`src/zbps_pkg.sv`:
```
// Shared constants, types and the shade character table of the point splat shader.
package zbps_pkg;

   // Grid geometry.
   localparam int GRID_WIDTH  = 64;
   localparam int GRID_HEIGHT = 32;
   localparam int CELL_COUNT  = GRID_WIDTH * GRID_HEIGHT;
   localparam int COL_BITS    = (GRID_WIDTH > 1) ? $clog2(GRID_WIDTH) : 1;
   localparam int ROW_BITS    = (GRID_HEIGHT > 1) ? $clog2(GRID_HEIGHT) : 1;
   localparam int CELL_BITS   = (CELL_COUNT > 1) ? $clog2(CELL_COUNT) : 1;

   // Field widths.
   localparam int POS_WIDTH   = 24;
   localparam int EXT_WIDTH   = 16;
   localparam int VEC_WIDTH   = 16;
   localparam int DEPTH_WIDTH = 25;
   localparam int SHADE_WIDTH = 16;
   localparam int CHAR_WIDTH  = 7;
   localparam int CSR_INDEX_WIDTH = 3;

   // Cell mapping arithmetic: 25-bit position times 17-bit pitch, 16 fraction bits.
   localparam int REL_WIDTH  = POS_WIDTH + 1;
   localparam int PROD_WIDTH = REL_WIDTH + EXT_WIDTH + 1;
   localparam int MAP_SHIFT  = 16;
   localparam int Q_WIDTH    = PROD_WIDTH - MAP_SHIFT;

   // Lighting arithmetic: three Q1.14 products summed, 14 fraction bits dropped.
   localparam int TERM_WIDTH    = 2 * VEC_WIDTH;
   localparam int DOT_WIDTH     = TERM_WIDTH + 2;
   localparam int NEG_DOT_WIDTH = DOT_WIDTH + 1;
   localparam int DOT_SHIFT     = 14;
   localparam int SHADE_Q_WIDTH = NEG_DOT_WIDTH - DOT_SHIFT;
   localparam int SHADE_MAX     = 2 ** (SHADE_WIDTH - 1) - 1;
   localparam int SHADE_MIN_MAG = 2 ** (SHADE_WIDTH - 1);

   // Depth offset of 1000.0 in Q15.8.
   localparam int DEPTH_SHIFT = 256000;

   // Shade level lookup: index = (10 * shade + 10 * 16384) >> 14, clamped.
   localparam int SHADE_LEVELS    = 23;
   localparam int LEVEL_WIDTH     = 5;
   localparam int LEVEL_SUM_WIDTH = 21;
   localparam int LEVEL_OFFSET    = 10 * 16384;
   localparam int LEVEL_SHIFT     = 14;

   localparam logic [CHAR_WIDTH-1:0] SPACE_CHAR = 7'h20;

   typedef enum logic [CSR_INDEX_WIDTH-1:0] {
      CSR_HALF_EXTENT_X = 3'd0,
      CSR_HALF_EXTENT_Y = 3'd1,
      CSR_INV_PITCH_X   = 3'd2,
      CSR_INV_PITCH_Y   = 3'd3,
      CSR_LIGHT_X       = 3'd4,
      CSR_LIGHT_Y       = 3'd5,
      CSR_LIGHT_Z       = 3'd6
   } csr_index_type;

   typedef enum logic [2:0] {
      ST_CLEAR,
      ST_IDLE,
      ST_MAP,
      ST_CELL,
      ST_READ,
      ST_TEST,
      ST_OUT_READ,
      ST_OUT_DATA
   } state_type;

   typedef struct packed {
      logic [EXT_WIDTH-1:0] half_extent_x;
      logic [EXT_WIDTH-1:0] half_extent_y;
      logic [EXT_WIDTH-1:0] inv_pitch_x;
      logic [EXT_WIDTH-1:0] inv_pitch_y;
      logic [VEC_WIDTH-1:0] light_x;
      logic [VEC_WIDTH-1:0] light_y;
      logic [VEC_WIDTH-1:0] light_z;
   } csr_type;

   typedef struct packed {
      logic                   valid;
      logic [SHADE_WIDTH-1:0] shade;
      logic [DEPTH_WIDTH-1:0] depth;
   } cell_type;

   typedef struct packed {
      logic load;
      logic clear_write;
      logic sel_pointer;
      logic test_write;
      logic emit;
   } cmd_type;

   typedef struct packed {
      logic clear_last;
      logic rsp_free;
   } status_type;

   function automatic logic [CHAR_WIDTH-1:0] shade_char(input logic [LEVEL_WIDTH-1:0] idx);
      logic [CHAR_WIDTH-1:0] ch;
      case (idx) inside
         [5'd0:5'd1]:   ch = SPACE_CHAR;
         [5'd2:5'd3]:   ch = 7'h2E;
         [5'd4:5'd6]:   ch = 7'h2C;
         [5'd7:5'd9]:   ch = 7'h2D;
         5'd10:         ch = 7'h7E;
         5'd11:         ch = 7'h3A;
         5'd12:         ch = 7'h3B;
         5'd13:         ch = 7'h3D;
         5'd14:         ch = 7'h21;
         5'd15:         ch = 7'h2A;
         [5'd16:5'd17]: ch = 7'h23;
         [5'd18:5'd19]: ch = 7'h24;
         default:       ch = 7'h40;
      endcase
      return ch;
   endfunction

endpackage

```
`src/zbps_ctrl.sv`:
```
// Controller state machine of the point splat shader.
module zbps_ctrl import zbps_pkg::*; (
   input  logic       clock,
   input  logic       reset,
   input  logic       req_valid,
   input  logic       req_kind,
   output logic       req_ready,
   input  status_type sts,
   output cmd_type    cmd
);

   state_type state_ff;
   state_type state_in;

   always_ff @(posedge clock) begin
      if (reset) begin
         state_ff <= ST_CLEAR;
      end else begin
         state_ff <= state_in;
      end
   end

   always_comb begin
      state_in = state_ff;
      case (state_ff)
         ST_CLEAR: begin
            if (sts.clear_last) state_in = ST_IDLE;
         end
         ST_IDLE: begin
            if (req_valid) state_in = req_kind ? ST_OUT_READ : ST_MAP;
         end
         ST_MAP:      state_in = ST_CELL;
         ST_CELL:     state_in = ST_READ;
         ST_READ:     state_in = ST_TEST;
         ST_TEST:     state_in = ST_IDLE;
         ST_OUT_READ: state_in = ST_OUT_DATA;
         ST_OUT_DATA: begin
            if (sts.rsp_free) state_in = ST_IDLE;
         end
         default:     state_in = ST_IDLE;
      endcase
   end

   always_comb begin
      req_ready       = (state_ff == ST_IDLE);
      cmd.load        = (state_ff == ST_IDLE) && req_valid;
      cmd.clear_write = (state_ff == ST_CLEAR);
      cmd.sel_pointer = (state_ff == ST_OUT_READ) || (state_ff == ST_OUT_DATA);
      cmd.test_write  = (state_ff == ST_TEST);
      cmd.emit        = (state_ff == ST_OUT_DATA) && sts.rsp_free;
   end

endmodule

```
`config.mk`:
```
export PLATFORM = sky130hd
export DESIGN_NAME = zbps_ctrl
export DESIGN_NICKNAME = d
export VERILOG_FILES = /design/src/zbps_pkg.sv /design/src/zbps_ctrl.sv
export SDC_FILE = /design/constraint.sdc
export NUM_CORES = 1
export LEC_CHECK = 0
export BUFFER_PORTS_ARGS = -buffer_cell sky130_fd_sc_hd__buf_4
export CAP_MARGIN = 5
export CELL_PAD_IN_SITES_DETAIL_PLACEMENT = 1
export CELL_PAD_IN_SITES_GLOBAL_PLACEMENT = 2
export CORE_AREA = 2 2 39 41
export DETAILED_ROUTE_END_ITERATION = 16
export DIE_AREA = 0 0 41 43
export PLACE_DENSITY = 0.64
export SETUP_SLACK_MARGIN = 0.1
export SYNTH_ARGS = -nofsm -noshare
export SYNTH_HDL_FRONTEND = slang
export SYNTH_SLANG_ARGS = --single-unit
```
`constraint.sdc`:
```
create_clock -name clock -period 1.65 [get_ports clock]
set_input_delay 0 -clock clock [delete_from_list [all_inputs] [get_ports clock]]
set_output_delay 0 -clock clock [all_outputs]
set_load 0.1 [all_outputs]
```
==> out/results.tsv <==
stage	metric	value	unit
status	status	completed	
cells_and_area	fin cells	59	
clock_network	TritonCTS clock tree	built	
clock_network	TritonCTS Sinks	3	
grt	antenna violations before repair	0	
clock_network	clock root cell	clkbuf_4	
grt	pin count of the biggest net entering global routing	15	
synthesis	Syn Nets	36	
timing	Finish-stage setup viols	0	
timing	Pins Over Slew Limit	0	
floorplanning	total die area	1760	um^2
clock_network	htree depth	1	
worst_setup_path	CP endpoint kind	primary output	
timing	worst-margin pin slew	0.383	ns
power_and_ir_drop	leakage	0.000161	uW
cells_and_area	filler cell count	179	
floorplanning	Cell Rows	14	
worst_setup_path	crit path buf inv count	1	
clock_network	Clk pin slew, worst setup/hold paths	0.04	ns
synthesis	Mapped Cells	30	
worst_setup_path	Critical Path Source Type	flip-flop	
power_and_ir_drop	Max IR drop VDD	547	uV
worst_setup_path	Critical Path AT	1.41	ns
cells_and_area	Design Area, Final	359	um^2
place	Place WS	0.289	ns
clock_network	Post-CTS Hold Fix Bufs	1	
job	max cap viols	0	
cells_and_area	biggest regs	state_ff x3	
routing	drt via density	4.39	
grt	global-route wire length before repair	1060	um
worst_setup_path	CP peak stage delay	0.52	ns
timing	Setup Skew	0.000760	ns
clock_network	CTS buffer count	3	
timing	unrepaired setup endpoints after global routing	false	
grt	GRT Total Usage	9.22	%
synthesis	Unique masters post-synth	20	
synthesis	post-synthesis cell area	229	um^2
grt	vias in the first global route	270	
cells_and_area	Top reg by flops	state_ff	
clock_network	worst-skew pair later-pin latency	0.23	ns
floorplanning	Die X-Extent	41	um
routing	DR vias	259	
synthesis	Yosys Warn Count	0	
worst_setup_path	Largest delay share family, worst path	flip-flops	
place	placed inst area	323	um^2
place	RD Place Congestion	0.729	
cells_and_area	Area growth syn-to-layout	56.8	%
routing	Iter 0 DRT Violations	2	
routing	routed wire length	636	um
worst_setup_path	crit-path cells	and2_2 > and3_2 > buf_4	
worst_setup_path	Critical-path top delay cell	dfxtp_1	
worst_hold_path	Min-Delay Path Class	in2reg	
timing	Achievable Freq	0.711	GHz
clock_network	number of gates resized after cts	0	
cells_and_area	post-layout util	25.9	%
place	post-DP HPWL	490	um
timing	Period Utilization, post-route	85.3	%
routing	Routed Antenna Nets	0	
worst_setup_path	Worst Path Required	1.65	ns
cells_and_area	Final #Nets	50	
clock_network	Post-CTS Repair Setup Buffers	0	
floorplanning	chip height	43	um
place	Port-buffer cells	11	
routing	Residual DRC	0	
timing	Fin. Hold Viols	0	
timing	Final Worst Setup Slack	0.243	ns
floorplanning	core area	1380	um^2
timing	minimum clock period	1.41	ns
cells_and_area	max reg flops	3	
synthesis	post-synthesis sequential area ratio	26.2	%
cells_and_area	diodes inserted	0	
worst_setup_path	kind of critical path	reg2out	
floorplanning	io pins	12	
cells_and_area	commonest non-fill, non-tap cell in the layout	buf_4	
timing	hold slack	0.111	ns
cells_and_area	layout cell share with drive strength beyond 1	44.2	%
worst_setup_path	worst-path fanout max	11	
timing	max_slew headroom	74.4	%
floorplanning	Initial Utilization	16.5	%
routing	drt wl/cell	10.8	um
synthesis	Seq cells post-synth	3	
cells_and_area	commonest non-fill, non-tap cells in the layout	buf_4 (11), nor2_1 (3), clkbuf_4 (3), dfxtp_1 (3)	
clock_network	Max Buffers Root-to-Sink	2	
routing	router iterations before antenna repair	2	
synthesis	syn_area_per_cell	7.63	um^2
grt	Remaining Overflow, GRT	0	
place	placed insts	54	
power_and_ir_drop	pwr/cell area	1780	nW/um^2
## layout make-up
class                      count  area (um^2)  area share (%)
timing repair buffer          12         92.6            25.8
tap                           16         20.0            5.57
multi-input combinational     24          160            44.6
sequential                     3         60.1            16.7
clock buffer                   4         26.3            7.32
## per-layer routing
layer | GRT usage, % | vias up | wire, um
met5 | 0 | - | 0
met4 | 11.3 | 0 | 0
met3 | 2.09 | 0 | 39
met2 | 12.8 | 7 | 329
met1 | 9.58 | 119 | 266
li1 | - | 133 | -
## worst reg2reg max path: stages, from the launching register on
cell	delay (ns)
dfxtp_1	0.54
or4b_1	0.48
nand3_1	0.11
o31a_1	0.14
## path summary, 6_finish.rpt
path	startpoint	end	slack [ns]	cells past startpoint
worst max-delay path	state_ff[1]$_SDFFE_PP0P_	cmd[0]	0.24	3
worst min-delay path	sts[1]	state_ff[0]$_SDFFE_PP0P_	0.11	4
worst max register to register	state_ff[0]$_SDFFE_PP0P_	state_ff[2]$_SDFFE_PP0P_	0.31	3
worst min register to register	state_ff[2]$_SDFFE_PP0P_	state_ff[0]$_SDFFE_PP0P_	0.63	2
## cells in the mapped netlist (all sizes together)
master	n	area, um^2
a21oi	2	10.0
and2	2	12.5
and3	2	12.5
buf	2	16.3
clkbuf	1	3.75
dfxtp	3	60.1
mux2i	1	10.0
nand2	1	3.75
nand3	1	5.00
nand4b	1	8.76
nor2	4	15.0
nor2b	2	12.5
nor3	1	5.00
nor3b	1	7.51
o21ai	1	5.00
o31a	2	17.5
or3	1	6.26
or4	1	7.51
or4b	1	10.0
## per-stage QoR
step                TNS (ns)  total power (uW)
floorplan            -0.0898               458
global placement           0               513
detailed placement         0               520
CTS                        0               657
global route               0               684
finish                     0               640
## kinds of logic after synthesis
| logic type | share of synthesized area [%] |
|---|---|
| AND/OR/NAND/NOR | 46.4 |
| AO/OA/AOI/OAI | 14.2 |
| flip-flops | 26.2 |
| buffers and inverters | 8.74 |
| multiplexers | 4.37 |
## where the power goes
part / internal [uW] / switching (uW) / leakage, uW / total, uW
clock network: 90.5 / 35.3 / 0.0000150 / 126
logic: 103 / 266 / 0.000121 / 368
registers: 92.7 / 53.5 / 0.0000249 / 146
total: 286 / 354 / 0.000161 / 640
Note: power is estimated with default switching activity, not from simulation.
